===== src/sv/tftr_pkg.sv =====
`default_nettype none
package tftr_pkg;

   localparam int unsigned TAG_BYTES     = 4;
   localparam logic [31:0] TAG_RESET     = 32'h6372_7368;
   localparam logic [4:0]  WPF_RESET     = 5'd6;
   localparam int unsigned CSR_IDX_W     = 2;

   typedef enum logic [CSR_IDX_W-1:0] {
      CSR_FRAME_TAG       = 2'd0,
      CSR_TAG_ENABLE      = 2'd1,
      CSR_WORDS_PER_FRAME = 2'd2
   } csr_index_type;

   typedef enum logic [1:0] {
      FRAME_NONE   = 2'd0,
      FRAME_ACCEPT = 2'd1,
      FRAME_REJECT = 2'd2
   } frame_status_type;

   typedef enum logic [1:0] {
      ST_IDLE,
      ST_PUSH,
      ST_DONE
   } ctrl_state_type;

   typedef struct packed {
      logic [31:0] frame_tag;
      logic        tag_enable;
      logic [4:0]  words_per_frame;
   } cfg_type;

   typedef struct packed {
      logic             tx_valid;
      logic [7:0]       tx_byte;
      frame_status_type frame_status;
      logic [7:0]       fill_level;
   } result_type;

endpackage
`default_nettype wire


===== src/sv/tftr_ram.sv =====
`default_nettype none
module tftr_ram #(
   parameter int unsigned DEPTH = 128,
   parameter int unsigned AW    = 7
) (
   input  wire logic          clock,
   input  wire logic          wr_en,
   input  wire logic [AW-1:0] wr_addr,
   input  wire logic [7:0]    wr_data,
   input  wire logic          rd_en,
   input  wire logic [AW-1:0] rd_addr,
   output logic      [7:0]    rd_data
);

   logic [7:0] mem_ff [DEPTH];
   logic [7:0] rd_data_ff;

   always_ff @(posedge clock) begin
      if (wr_en) begin
         mem_ff[wr_addr] <= wr_data;
      end
      if (rd_en) begin
         rd_data_ff <= mem_ff[rd_addr];
      end
   end

   assign rd_data = rd_data_ff;

endmodule
`default_nettype wire


===== src/sv/tftr_ctrl.sv =====
`default_nettype none
module tftr_ctrl #(
   parameter int unsigned DEPTH = 128
) (
   input  wire logic                 clock,
   input  wire logic                 reset,
   input  wire tftr_pkg::cfg_type    cfg,
   input  wire logic                 req_valid,
   output logic                      req_ready,
   input  wire logic                 req_type,
   input  wire logic [31:0]          req_data_word,
   input  wire logic                 req_tx_fifo_full,
   output logic                      res_valid,
   input  wire logic                 res_ready,
   output tftr_pkg::result_type      res
);
   import tftr_pkg::*;

   localparam int unsigned PW = $clog2(DEPTH);
   localparam int unsigned CW = $clog2(DEPTH + 1);
   localparam int unsigned SW = ((CW > 8) ? CW : 8) + 1;

   ctrl_state_type   state_ff, state_in;
   logic [PW-1:0]    wptr_ff, wptr_in;
   logic [PW-1:0]    rptr_ff, rptr_in;
   logic [CW-1:0]    count_ff, count_in;
   logic [4:0]       wpos_ff, wpos_in;
   logic             drop_ff, drop_in;
   logic [63:0]      shift_ff, shift_in;
   logic [3:0]       left_ff, left_in;
   frame_status_type status_ff, status_in;
   logic             txv_ff, txv_in;

   logic             wr_en, rd_en;
   logic [PW-1:0]    wr_addr;
   logic [7:0]       wr_data;
   logic [7:0]       rd_data;
   logic [4:0]       wpf;
   logic [7:0]       need;
   logic             fits;

   tftr_ram #(.DEPTH(DEPTH), .AW(PW)) u_ram (
      .clock   (clock),
      .wr_en   (wr_en),
      .wr_addr (wr_addr),
      .wr_data (wr_data),
      .rd_en   (rd_en),
      .rd_addr (rptr_ff),
      .rd_data (rd_data)
   );

   function automatic logic [PW-1:0] ptr_next(input logic [PW-1:0] p);
      ptr_next = (p == PW'(DEPTH - 1)) ? '0 : p + PW'(1);
   endfunction

   assign wpf  = (cfg.words_per_frame == 5'd0) ? 5'd1 : cfg.words_per_frame;
   assign need = {({1'b0, wpf} + {5'd0, cfg.tag_enable}), 2'b00};
   assign fits = (SW'(count_ff) + SW'(need)) <= SW'(DEPTH);

   always_ff @(posedge clock) begin
      if (reset) begin
         state_ff <= ST_IDLE;
         wptr_ff  <= '0;
         rptr_ff  <= '0;
         count_ff <= '0;
         wpos_ff  <= '0;
         drop_ff  <= 1'b0;
      end else begin
         state_ff <= state_in;
         wptr_ff  <= wptr_in;
         rptr_ff  <= rptr_in;
         count_ff <= count_in;
         wpos_ff  <= wpos_in;
         drop_ff  <= drop_in;
      end
      shift_ff  <= shift_in;
      left_ff   <= left_in;
      status_ff <= status_in;
      txv_ff    <= txv_in;
   end

   always_comb begin
      state_in  = state_ff;
      wptr_in   = wptr_ff;
      rptr_in   = rptr_ff;
      count_in  = count_ff;
      wpos_in   = wpos_ff;
      drop_in   = drop_ff;
      shift_in  = shift_ff;
      left_in   = left_ff;
      status_in = status_ff;
      txv_in    = txv_ff;
      req_ready = 1'b0;
      res_valid = 1'b0;
      wr_en     = 1'b0;
      wr_addr   = wptr_ff;
      wr_data   = shift_ff[7:0];
      rd_en     = 1'b0;

      case (state_ff)
         ST_IDLE: begin
            req_ready = 1'b1;
            if (req_valid) begin
               txv_in    = 1'b0;
               status_in = FRAME_NONE;
               if (!req_type) begin
                  if (wpos_ff == 5'd0) begin
                     drop_in   = !fits;
                     status_in = fits ? FRAME_ACCEPT : FRAME_REJECT;
                  end
                  if (wpos_ff == 5'd0 && fits && cfg.tag_enable) begin
                     shift_in = {req_data_word, cfg.frame_tag};
                     left_in  = 4'd8;
                  end else begin
                     shift_in = {32'd0, req_data_word};
                     left_in  = drop_in ? 4'd0 : 4'd4;
                  end
                  if (({1'b0, wpos_ff} + 6'd1) >= {1'b0, wpf}) begin
                     wpos_in = 5'd0;
                  end else begin
                     wpos_in = wpos_ff + 5'd1;
                  end
                  state_in = (left_in != 4'd0) ? ST_PUSH : ST_DONE;
               end else begin
                  if (count_ff != '0 && !req_tx_fifo_full) begin
                     rd_en    = 1'b1;
                     rptr_in  = ptr_next(rptr_ff);
                     count_in = count_ff - CW'(1);
                     txv_in   = 1'b1;
                  end
                  state_in = ST_DONE;
               end
            end
         end
         ST_PUSH: begin
            if (count_ff < CW'(DEPTH)) begin
               wr_en    = 1'b1;
               wptr_in  = ptr_next(wptr_ff);
               count_in = count_ff + CW'(1);
            end
            shift_in = {8'd0, shift_ff[63:8]};
            left_in  = left_ff - 4'd1;
            if (left_ff == 4'd1) begin
               state_in = ST_DONE;
            end
         end
         ST_DONE: begin
            res_valid = 1'b1;
            if (res_ready) begin
               state_in = ST_IDLE;
            end
         end
         default: begin
            state_in = ST_IDLE;
         end
      endcase
   end

   assign res.tx_valid     = txv_ff;
   assign res.tx_byte      = txv_ff ? rd_data : 8'd0;
   assign res.frame_status = status_ff;
   assign res.fill_level   = 8'(count_ff);

endmodule
`default_nettype wire


===== src/sv/tagged_frame_uart_tx_ring.sv =====
`default_nettype none
// Byte ring buffer in front of a UART transmitter. A frame word (req_type 0)
// is admitted all or nothing on a frame's first word; its bytes, with the
// four tag bytes first when tagging is on, go into the ring one per cycle
// through the single write port of the byte memory. A transmit slot
// (req_type 1) reads one byte from the memory when the ring is not empty and
// the transmit FIFO is not full. Every transfer on req_ gives exactly one
// transfer on rsp_. Each item is taken in the idle state, its bytes are then
// written, and its result is then passed on; a transmit slot or a dropped
// word writes no bytes. The next item is taken once the result sits in the
// output register, so a stalled rsp_ holds off req_.
module tagged_frame_uart_tx_ring #(
   parameter int unsigned BUFFER_DEPTH = 128
) (
   input  wire logic        clock,
   input  wire logic        reset,
   input  wire logic        req_valid,
   output logic             req_ready,
   input  wire logic        req_type,
   input  wire logic [31:0] req_data_word,
   input  wire logic        req_tx_fifo_full,
   output logic             rsp_valid,
   input  wire logic        rsp_ready,
   output logic             rsp_tx_valid,
   output logic [7:0]       rsp_tx_byte,
   output logic [1:0]       rsp_frame_status,
   output logic [7:0]       rsp_fill_level,
   input  wire logic        csr_write_en,
   input  wire tftr_pkg::csr_index_type csr_index,
   input  wire logic [31:0] csr_wdata
);
   import tftr_pkg::*;

   cfg_type    cfg_ff, cfg_in;
   result_type rsp_ff;
   result_type res;
   logic       rsp_valid_ff;
   logic       res_valid, res_ready;

   always_comb begin
      cfg_in = cfg_ff;
      if (csr_write_en) begin
         case (csr_index)
            CSR_FRAME_TAG:       cfg_in.frame_tag       = csr_wdata;
            CSR_TAG_ENABLE:      cfg_in.tag_enable      = csr_wdata[0];
            CSR_WORDS_PER_FRAME: cfg_in.words_per_frame = csr_wdata[4:0];
            default:             cfg_in = cfg_ff;
         endcase
      end
   end

   assign res_ready = !rsp_valid_ff || rsp_ready;

   always_ff @(posedge clock) begin
      if (reset) begin
         cfg_ff.frame_tag       <= TAG_RESET;
         cfg_ff.tag_enable      <= 1'b1;
         cfg_ff.words_per_frame <= WPF_RESET;
         rsp_valid_ff           <= 1'b0;
      end else begin
         cfg_ff <= cfg_in;
         if (res_ready) begin
            rsp_valid_ff <= res_valid;
         end
      end
      if (res_ready && res_valid) begin
         rsp_ff <= res;
      end
   end

   tftr_ctrl #(.DEPTH(BUFFER_DEPTH)) u_ctrl (
      .clock            (clock),
      .reset            (reset),
      .cfg              (cfg_ff),
      .req_valid        (req_valid),
      .req_ready        (req_ready),
      .req_type         (req_type),
      .req_data_word    (req_data_word),
      .req_tx_fifo_full (req_tx_fifo_full),
      .res_valid        (res_valid),
      .res_ready        (res_ready),
      .res              (res)
   );

   assign rsp_valid        = rsp_valid_ff;
   assign rsp_tx_valid     = rsp_ff.tx_valid;
   assign rsp_tx_byte      = rsp_ff.tx_byte;
   assign rsp_frame_status = rsp_ff.frame_status;
   assign rsp_fill_level   = rsp_ff.fill_level;

endmodule
`default_nettype wire


===== config.mk =====
export PLATFORM = sky130hd
export DESIGN_NAME = tagged_frame_uart_tx_ring
export DESIGN_NICKNAME = d
export VERILOG_FILES = /design/src/sv/tftr_pkg.sv /design/src/sv/tftr_ram.sv /design/src/sv/tftr_ctrl.sv /design/src/sv/tagged_frame_uart_tx_ring.sv
export SDC_FILE = /design/constraint.sdc
export NUM_CORES = 1
export LEC_CHECK = 0
export BUFFER_PORTS_ARGS = -buffer_cell sky130_fd_sc_hd__buf_4
export CAP_MARGIN = 30
export CORE_MARGIN = 10
export CORE_UTILIZATION = 49
export CTS_CLUSTER_DIAMETER = 50
export DETAILED_ROUTE_END_ITERATION = 8
export GPL_TIMING_DRIVEN = 0
export PLACE_DENSITY_LB_ADDON = 0.1
export SYNTH_ARGS = -nofsm -noshare
export SYNTH_HDL_FRONTEND = slang
export SYNTH_SLANG_ARGS = --single-unit

===== constraint.sdc =====
create_clock -name clock -period 5.3 [get_ports clock]
set_input_delay 0.265 -clock clock [delete_from_list [all_inputs] [get_ports clock]]
set_output_delay 0.265 -clock clock [all_outputs]
set_load 0.05 [all_outputs]

# --- Yosys cells after proc, flatten, opt, wreduce, memory -nomap -nowiden ---
# Memories as Yosys holds them, arrays and structs flattened. A register that Yosys moved wholly into a read port is not among the register bits.
# Index checks and enable logic that the tools add are counted.
classes:
  n_addsub: 9
  order_cmp: 3
  n_eq_ne: 14
  mux: 42
  n_bitwise: 2
  n_reduce_logical: 26
op_table:
  columns: ["cell", "n"]
  rows:
  - ["64-bit two-way mux", 3]
  - ["64-bit case mux with 2 select lines", 1]
  - ["8-bit two-way mux", 4]
  - ["4-bit two-way mux", 6]
  - ["8-bit case mux with 2 select lines", 1]
  - ["7-bit by 1-bit adder with 7-bit output, second input constant", 2]
  - ["7-bit == test, second input constant", 2]
  - ["1-bit two-way mux", 14]
  - ["7-bit two-way mux", 2]
  - ["2-bit two-way mux", 6]
  - ["5-bit zero test", 2]
  - ["5-bit two-way mux", 2]
  - ["2-bit AND reduction", 5]
  - ["8-bit by 8-bit adder with 9-bit output", 1]
  - ["9-bit by 8-bit less-or-equal comparator with 1-bit output, second input constant", 1]
  - ["3-bit AND reduction", 3]
  - ["8-bit by 1-bit adder with 8-bit output, second input constant", 1]
  - ["8-bit < comparator, second input constant", 1]
  - ["2-bit inequality test, second input constant", 4]
  - ["4-bit case mux with 2 select lines", 1]
  - ["8-bit nonzero test", 1]
  - ["8-bit by 1-bit subtractor with 8-bit output, second input constant", 1]
  - ["5-bit by 1-bit adder with 6-bit output", 1]
  - ["5-bit by 1-bit adder with 6-bit output, second input constant", 1]
  - ["19 further kinds", 30]
totals:
  reg_bits: 159
  mem_bits_rw: 1024
  input_bits: 73
  out_inout_bits: 21
  elab_cells: 115
  memories: 1
mem_list:
  columns: ["name", "depth", "word_bits", "read_ports", "rd_clocked_by_memory_dff", "write_ports", "line", "rtl"]
  rows:
  - ["u_ctrl.u_ram.mem_ff", 128, 8, 1, 1, 1, "tftr_ram.sv:15", "logic [7:0] mem_ff [DEPTH];"]

# --- Longest topological paths before layout ---
# Gate-level depths: netlist of the first run.
logic_depth:
  depth_word: 20
  ltp_mapped: 14
  mapped_depth_nobuf: 12

# --- Cells and area by module ---
# From an unflattened synthesis of the first run, not the netlist that was laid out.
unflattened:
  hier_cells: 2376
  area_unflattened_um2: 47668.2
modules_own_cells:
  columns: ["mod", "n_inst", "cells_per_inst", "area_per_inst_um2", "seq_area_each_um2"]
  rows:
  - ["tftr_ram", 1, 1635, 39745.6, 30989.7]
  - ["tftr_ctrl", 1, 550, 5651.7, 2732.6]
  - ["tagged_frame_uart_tx_ring", 1, 191, 2270.9, 1351.3]

# --- Worst setup path before layout of the first run ---
# OpenSTA, ideal clock, no wires.
synth_path:
  kind: "register to register"
  startpoint: "register u_ctrl.state_ff[0]"
  endpoint: "register u_ctrl.left_ff[0] (enable)"
  setup_time_ns: 0.494
  arrival_ns: 3.446
  t_required_ns: 4.806
  setup_slack_ns: 1.360
  stages_incl_launch_ff: 4
  path_buffers: 1
  period_less_slack_ns: 3.940
  path_cell_list: "dfxtp_1 clkbuf_1 a21oi_1 nor2_1"
synth_between:
  elab_chain_len: 3
  word_cells_on_any_way: 6
  classes_between: "eq/ne: 3; reduce/logical: 3"
synth_rtl:
  columns: ["item", "line", "rtl"]
  rows:
  - ["start, declared", "tftr_ctrl.sv:23", "ctrl_state_type state_ff, state_in;"]
  - ["start signal, assigned", "tftr_ctrl.sv:69", "state_ff <= state_in;"]
  - ["2-bit by 1-bit == test with 1-bit output / 2-bit zero test (equally long branches)", "tftr_ctrl.sv:100", "case (state_ff)"]
  - ["2-bit nonzero test (no source line) / 2-bit inequality test (equally long branches)", null, null]
  - ["3-bit AND reduction (no source line) *", null, null]
  - ["end signal, assigned", "tftr_ctrl.sv:77", "left_ff <= left_in;"]
  - ["end, declared", "tftr_ctrl.sv:30", "logic [3:0] left_ff, left_in;"]
# Mark *: on every way between the ends. The rest lies on a longest branch, timed or not.
# A chain may end at the register's enable or synchronous reset.

# --- Worst setup path in the final report of the first run ---
layout_path:
  startpoint: "register u_ctrl.state_ff[0]"
  endpoint: "memory u_ctrl.u_ram.mem_ff[57][3] (enable)"
layout_between:
  elab_chain_len: 4
layout_rtl:
  columns: ["item", "line", "rtl"]
  rows:
  - ["2-bit by 1-bit == test with 1-bit output", "tftr_ctrl.sv:100", null]
  - ["1-bit two-way mux", "tftr_ctrl.sv:100", null]
  - ["via u_ctrl.u_ram.wr_en", "tftr_ram.sv:7", "input wire logic wr_en,"]
  - ["1-bit two-way mux", "tftr_ram.sv:19", "if (wr_en) begin"]
  - ["1-bit two-way mux (implied by the code)", "tftr_ram.sv:20", "mem_ff[wr_addr] <= wr_data;"]
  - ["end, declared", "tftr_ram.sv:15", null]
# The timed path passes the listed nets, and every way through them passes these cells.

==> out/metrics.sh, run 1 <==
YS_SEQ_ELEMENTS=1191
CRITPATHARRIVALTIME_PS=5120
FILLER_CELL_COUNT=7135
DRTANTENNAVIOLNETS=0
SYNTH_SEQ_AREA_SHARE=0.737
HOLD_VIOL=0
SYNTHESIS.AREA_UM2=47600
CRITICAL-PATH-MAX-STAGE-DELAY_PS=730
FIRST_GLOBAL_VIAS=26100
OVERFLOW=0
PERIOD_NEEDED_PS=4760
SYNTH-WARNING-COUNT=0
SETUP.WORST_PATH.START_CLASS='flip-flop'
SETUP_VIOL=0
CLKSLEWWORSTSETUPHOLDPATHS_PS=60
SYNTH.NET_COUNT=2584
MAX_CLOCK_FREQ_MHz=210
HOLD-WORST-SLACK_PS=43.8
QUANTITY_OF_GATES_RESIZED_FOLLOWING_CTS=0
CLOCK_PATH_BUFFERS=3
TIMING.FINAL.CRIT_SHARE=0.898
AREA_GROWTH_SYN_TO_LAYOUT_PCT=18.9
YS.FLOP_TYPE='sky130_fd_sc_hd__edfxtp_1'
TIMING.CRITICAL_PATH.MODE_CELL='sky130_fd_sc_hd__clkbuf_1'
GRT_USE_TOTAL=0.248
HOLD_CLASS='in2reg'
CTS_POST_SETUP_BUFFERS_INSERTED=0
MAX_CAP_VIOL_COUNT=0
TOP_LEVEL_PORTS=94
SYNTHESIS.AREA_PER_INSTANCE_UM2=19.2
POST_DETAILED_ROUTE_VIA_TO_CELL_RATIO=6.14
SYNTH_TOP_FAMILY_BY_AREA='multiplexers'
NUM_ROWS=114
DR_VIAS=26000
AREA.SEQUENTIAL_UM2=35100
DRT-WIRELENGTH-PER-CELL_UM=32.5
SYNTH_EDF_COUNT=1122
ROUTE.DETAILED.DRC=0
FLOORPLAN.INITIALDENSITY=0.492
UNREPAIRED_SETUP_ENDPOINTS_AFTER_GLOBAL_ROUTING='no'
RUN_STATUS='finished clean'
ROUTEDLENGTHMET1_UM=57400
TOTALWIRELENGTH_UM=138000
CRITICAL_PATH.CELL_CHAIN='clkbuf_1 > nand2b_1 > inv_2 > clkbuf_1 > ha_1 > clkbuf_1 > nand3_1 > clkbuf_1 > buf_16 > nor2_1'
FIN_SKEW_PS=26.7
GPL.FINAL_WEIGHTED_CONGESTION=0.923
SYNTH.MUX.AREA_FRACTION=0.159
WORST_IR_DROP_VDD_mV=0.282
CTS.ROOT.BUFFER_CELL='sky130_fd_sc_hd__clkbuf_16'
DRT-INITIAL-DRC-COUNT=2795
DP_HPWL_UM=95400
SYNTH_FA_HA_AREA_FRAC=0.00795
ANTENNA_FOUND_INITIAL=5
TIMING_WORST_SLEW_PIN_VALUE_PS=1100
CELLLEAKAGEPOWER_nW=18.2
TIMING.FINAL.MAX_SLEW_VIOLATIONS=0
SLEW_HEADROOM=0.265
DESIGN.DIE.AREA_UM2=110000
CRIT_TYPE='reg2reg'
CTS_INSERTED_BUFFERS=137
P_PER_AREA_nW_PER_UM2=416
CRITICAL_PATH.MAX_FANOUT=11
CORE_AREA_UM2=96600
DESIGN_POWER_TOTAL_W=0.0235
COMBINED_AREA_OF_THE_MULTI_INPUT_LOGIC_CELLS_UM2=11600
AREA_SHARE_OF_XOR_XNOR_CELLS_IN_THE_SYNTHESIZED_DESIGN=0.00497
HTREE_NUM_LEVELS=4
X_DIMENSION_OF_THE_DIE_UM=332
DR_WL_MET3_UM=10600
CLK_LATENCY_WORST_SKEW_PAIR_PS=760
MET2ROUTEDLENGTH_UM=66000
GRT_START_MAX_NET_PINS=35
WIRE_LENGTH_OF_THE_FIRST_GLOBAL_ROUTING_PASS_UM=196000
SETUP-TNS-FINAL_PS=0
DIE_Y_UM=332
SYNTH_COMPOUND_AREA_FRAC=0.0244
TRITONCTS_CLOCK_TREE='yes'
CTS-HOLD-FIX-BUFFERS=73
TOP_LAYER_USED='met5'
CRITPATHSLOWESTCELL='sky130_fd_sc_hd__nor2_1'
FINISH.NET_COUNT=2951
DETAILEDROUTE.FIRSTPASSITERATIONCOUNT=5
SYNTHSIMPLEGATEAREAFRAC=0.0480
LAYOUT_CELL_SHARE_WITH_DRIVE_STRENGTH_BEYOND_1=0.262
REQUIRED_PS=5660
SYNTH.LIB_CELLS_USED.DISTINCT=62
ENDPOINT_KIND='flip-flop'
NETLIST_INSTANCES=2482
PLACE.PORT_BUFFERS=93
CLOCK_SINK_COUNT=1191
SYNTHARSTFLOPSHARE=0
-- sequential cells by signal, indices dropped and copies added (netlist names), 8 cells and up --
register / cells
rsp_fill_level: 8
rsp_tx_byte: 8
cfg_ff: 38
u_ctrl.u_ram.mem_ff: 1024
u_ctrl.u_ram.rd_data: 8
u_ctrl.shift_ff: 64
u_ctrl.count_ff: 8
-- layer usage --
layer  global-route usage  vias to the layer above
met2                0.392                     1184
li1                     -                    10700
met3               0.0545                      199
met1                0.343                    13900
met4               0.0787                        2
met5                    0                        -
-- report_power, final --
group / switching (W) / internal (W) / total (W)
clock network: 0.00380 / 0.00582 / 0.00962
logic: 0.00166 / 0.00122 / 0.00288
registers: 0.000156 / 0.0108 / 0.0110
total: 0.00562 / 0.0179 / 0.0235
-- final timing paths --
kind	from	end	slack, ps	cells after the start
max reg2reg	u_ctrl.state_ff[0]	u_ctrl.u_ram.mem_ff[57][3]	540	10
min reg2reg	u_ctrl.status_ff[1]	rsp_frame_status[1]	420	0
min	req_tx_fifo_full	u_ctrl.txv_ff	40	3
max	u_ctrl.state_ff[0]	u_ctrl.u_ram.mem_ff[57][3]	540	10
-- per-stage QoR --
| step | instances | utilization | instance area [um^2] | setup WS [ps] |
|---|---|---|---|---|
| after floorplan | 2482 | - | 47600 | 1360 |
| after global placement | 3851 | 0.516 | 49900 | -180 |
| after detailed placement | 3908 | 0.530 | 51100 | 605 |
| after CTS | 4234 | 0.585 | 56500 | 593 |
| after global routing | 4240 | 0.586 | 56600 | 329 |
| final | 4241 | 0.586 | 56600 | 540 |
-- layout make-up --
type                    count  area share
diodes                      2   0.0000885
plain buffers             136      0.0137
clock buffers             180      0.0674
clock inverters            73      0.0144
inverters                  21     0.00139
multi-input cells        1134       0.206
flip-flops and latches   1191       0.620
well taps                1276      0.0282
repair buffers            228      0.0488
-- synthesized netlist by cell type, drive strengths merged (11+ instances only) --
master,count,area (um^2)
mux2,49,552
nor2,184,691
mux4,289,6510
nor2b,13,81.3
ha,27,338
mux2i,51,510
xor2,11,96.3
a211oi,18,140
and2,17,106
edfxtp,1122,33700
inv,20,75.1
dfxtp,69,1380
nand3,24,120
nor3,11,55.1
nand2b,12,75.1
o22ai,14,87.6
nand3b,20,150
a22o,24,210
xnor2,16,140
a21oi,48,240
o21ai,19,95.1
nand2,203,762
clkbuf,56,210
buf,80,566
-- placed cells by master, fill, tap and decap left out, drive strengths merged, types with 12 or more instances in the layout --
| master | synthesis | routed |
|---|---|---|
| nor2b | 13 | 13 |
| ha | 27 | 27 |
| clkbuf | 56 | 237 |
| nand3 | 24 | 24 |
| a211oi | 18 | 18 |
| xnor2 | 16 | 16 |
| nand2b | 12 | 12 |
| a21oi | 48 | 48 |
| buf | 80 | 234 |
| dlygate4sd3 | 0 | 73 |
| nor2 | 184 | 184 |
| o21ai | 19 | 19 |
| mux4 | 289 | 289 |
| dfxtp | 69 | 69 |
| bufinv | 0 | 15 |
| clkinv | 1 | 47 |
| edfxtp | 1122 | 1122 |
| mux2 | 49 | 49 |
| nand3b | 20 | 20 |
| and2 | 17 | 17 |
| mux2i | 51 | 51 |
| nand2 | 203 | 203 |
| a22o | 24 | 24 |
| inv | 20 | 27 |
| o22ai | 14 | 14 |
-- kinds of logic after synthesis --
logic type / count (synthesis)
flip-flops: 1191
multiplexers: 389
AND/OR/NAND/NOR: 520
AO/OA/AOI/OAI: 169
XOR/XNOR: 27
buffers and inverters: 157
adder cells (fa/ha/maj): 29
-- critical path: cells and delay by family, from the launching register on --
kind | cells | cell delay [ps]
AND/OR/NAND/NOR | 3 | 1470
adder cells (fa/ha/maj) | 1 | 430
flip-flops | 1 | 300
buffers and inverters | 6 | 2140
Note: power is estimated with default switching activity, not from simulation.
==> run 2: changes to the inputs <==
==> constraint.sdc (replaced) <==
create_clock -name clock -period 5.05 [get_ports clock]
set_input_delay 0.2525 -clock clock [delete_from_list [all_inputs] [get_ports clock]]
set_output_delay 0.2525 -clock clock [all_outputs]
set_load 0.05 [all_outputs]
==> out/metrics.sh, run 2 (synthesized netlist as in run 1, its figures left out) <==
UNREPAIRED_SETUP_ENDPOINTS_AFTER_GLOBAL_ROUTING='no'  # unchanged
QUANTITY_OF_GATES_RESIZED_FOLLOWING_CTS=0  # unchanged
POWER_SWITCHING_W=0.00588  # was 0.00562 W
CLOCK_PATH_BUFFERS=3  # unchanged
PLACE_AREA_UM2=51100  # unchanged
SETUP.WORST_PATH.START_CLASS='flip-flop'  # unchanged
DRT-INITIAL-DRC-COUNT=2801  # was 2,795
CTS_INSERTED_BUFFERS=137  # unchanged
WORST_IR_DROP_VDD_mV=0.294  # was 0.282 mV
CRIT_TYPE='reg2reg'  # unchanged
DRT-WIRELENGTH-PER-CELL_UM=32.5  # about the same
P_PER_AREA_nW_PER_UM2=436  # was 416 nW/um^2
TOP_LEVEL_PORTS=94  # unchanged
POWER.SHARE.SEQUENTIAL=0.468  # about the same
ROUTE.DETAILED.DRC=0  # unchanged
NUM_ROWS=114  # unchanged
HTREE_NUM_LEVELS=4  # unchanged
LAYOUT_CELL_SHARE_WITH_DRIVE_STRENGTH_BEYOND_1=0.262  # about the same
FINISH.NET_COUNT=2952  # was 2,951
DRTANTENNAVIOLNETS=0  # unchanged
SETUP_VIOL=0  # unchanged
ENDPOINT_KIND='flip-flop'  # unchanged
CLKSLEWWORSTSETUPHOLDPATHS_PS=50  # was 60 ps
CLK_LATENCY_WORST_SKEW_PAIR_PS=760  # about the same
LAYOUT_COMMONEST_CELL='sky130_fd_sc_hd__edfxtp_1'  # unchanged
DESIGN_POWER_TOTAL_W=0.0247  # was 0.0235 W
TIMING_WORST_SLEW_PIN_VALUE_PS=1100  # about the same
FIN_SKEW_PS=28.1  # was 26.7 ps
CORE_AREA_UM2=96600  # unchanged
PLACE_INST=3908  # unchanged
CRITPATHARRIVALTIME_PS=5100  # was 5120 ps
PLACE.PORT_BUFFERS=93  # unchanged
POWER_REPORT.INTERNAL_TOTAL_W=0.0188  # was 0.0179 W
HOLD-WORST-SLACK_PS=103  # was 43.8 ps
TIMING.CRITICAL_PATH.MAX_DELAY_FAMILY='buffers and inverters'  # unchanged
CLOCK_POWER_SHARE=0.409  # about the same
CTS_POST_SETUP_BUFFERS_INSERTED=0  # unchanged
CRITICAL-PATH-MAX-STAGE-DELAY_PS=740  # was 730 ps
SLEW_HEADROOM=0.262  # was 0.265
FLOORPLAN.INITIALDENSITY=0.492  # unchanged
POST_DETAILED_ROUTE_VIA_TO_CELL_RATIO=6.10  # was 6.14
CTS.ROOT.BUFFER_CELL='sky130_fd_sc_hd__clkbuf_16'  # unchanged
FIRST_GLOBAL_VIAS=26100  # about the same
OVERFLOW=0  # unchanged
GPL.FINAL_WEIGHTED_CONGESTION=0.923  # unchanged
REQUIRED_PS=5410  # was 5660 ps
DP_HPWL_UM=95400  # unchanged
HOLD_CLASS='in2reg'  # unchanged
TRITONCTS_CLOCK_TREE='yes'  # unchanged
TIMING.CRITICAL_PATH.MODE_CELL='sky130_fd_sc_hd__clkbuf_1'  # unchanged
DESIGN.DIE.AREA_UM2=110000  # unchanged
MOST-COMMON-LAYOUT-CELLS='sky130_fd_sc_hd__edfxtp_1 (1,122), sky130_fd_sc_hd__mux4_2 (289), sky130_fd_sc_hd__nand2_1 (203)'  # unchanged
TIMING.FINAL.MAX_SLEW_VIOLATIONS=0  # unchanged
MAX_CLOCK_FREQ_MHz=211  # was 210 MHz
DIE_Y_UM=332  # unchanged
SWSHARE=0.239  # about the same
RUN_STATUS='finished clean'  # unchanged
TIMING.FINAL.CRIT_SHARE=0.938  # was 0.898
CRITICAL_PATH.CELL_CHAIN='clkbuf_1 > nand2b_1 > inv_2 > clkbuf_1 > ha_1 > clkbuf_1 > nand3_1 > clkbuf_1 > buf_16 > nor2_1'  # unchanged
FINISH.UTILIZATION=0.586  # about the same
PERIOD_NEEDED_PS=4740  # was 4760 ps
ANTENNA_FOUND_INITIAL=5  # unchanged
REGMOSTFLOPS='u_ctrl.u_ram.mem_ff'  # unchanged
CP.BUFFERS_INVERTERS=6  # unchanged
REG_TOP3='u_ctrl.u_ram.mem_ff: 1024 flops, u_ctrl.shift_ff: 64 flops, cfg_ff: 38 flops'  # unchanged
DR_VIAS=25900  # was 26,000
CLOCK_SINK_COUNT=1191  # unchanged
HOLD_VIOL=0  # unchanged
COMB_POWER_SHARE=0.122  # was 0.123
CRITPATHSLOWESTCELL='sky130_fd_sc_hd__nor2_1'  # unchanged
GRT_USE_TOTAL=0.248  # about the same
WIRE_LENGTH_OF_THE_FIRST_GLOBAL_ROUTING_PASS_UM=196000  # about the same
CELLLEAKAGEPOWER_nW=18.2  # about the same
FINISH.CELL_COUNT_WITHOUT_FILLERS=4242  # was 4,241
GRT_START_MAX_NET_PINS=35  # unchanged
FINAL_DESIGN_AREA_NO_FILL_UM2=56600  # about the same
MAX_CAP_VIOL_COUNT=0  # unchanged
CRITICAL_PATH.MAX_FANOUT=11  # unchanged
X_DIMENSION_OF_THE_DIE_UM=332  # unchanged
AREA_GROWTH_SYN_TO_LAYOUT_PCT=18.9  # about the same
LARGEST_REG_FLOPS=1024  # unchanged
TOTALWIRELENGTH_UM=138000  # about the same
DETAILEDROUTE.FIRSTPASSITERATIONCOUNT=5  # unchanged
-- run 2: area by class of cell --
class                      count  area, um^2
tap                         1276        1600
buffer                       136         776
clock inverter                73         813
multi-input combinational   1134       11600
inverter                      21        78.8
sequential                  1191       35100
timing repair buffer         229        2770
fill                        7135       40000
antenna                        2        5.00
clock buffer                 180        3810
-- run 2: timing repair --
item / in CTS / in global routing
hold endpoints to repair: 107 / 0
hold buffers: 74 / 0
setup endpoints to repair: 0 / 0
-- run 2: tightest hold or removal path: cells and delay by family --
kind,cells,cell delay (ps)
buf+inv,2,260
compound gates,1,120
simple gates,2,170
-- run 2: per-layer routing --
metal / routed length, um / up-vias / global-route usage
met4: 3740 / 2 / 0.0787
met3: 11300 / 186 / 0.0546
met5: 11 / - / 0
met2: 66100 / 1149 / 0.392
met1: 56800 / 13800 / 0.343
li1: - / 10800 / -
-- run 2: final timing paths --
check,depth (start not counted),end,startpoint,slack [ps]
max reg2reg,10,u_ctrl.u_ram.mem_ff[57][3],u_ctrl.state_ff[0],310
min,5,cfg_ff[25],csr_index[1],100
max,10,u_ctrl.u_ram.mem_ff[57][3],u_ctrl.state_ff[0],310
min reg2reg,0,rsp_frame_status[1],u_ctrl.status_ff[1],420
-- run 2: per-stage QoR --
step / setup WS [ps] / TNS, ps
after detailed placement: 355 / 0
after CTS: 343 / 0
after floorplan: 1110 / 0
final: 312 / 0
after global routing: 79.0 / 0
after global placement: -430 / -29020
-- run 2: power by group through the flow --
stage	combinational (W)	clock (W)	sequential, W
final	0.00302	0.0101	0.0116
after floorplan	0.00147	0	0.0120
after global placement	0.00220	0	0.0122
after global routing	0.00321	0.0106	0.0116
after CTS	0.00301	0.0102	0.0116
after detailed placement	0.00295	0	0.0118
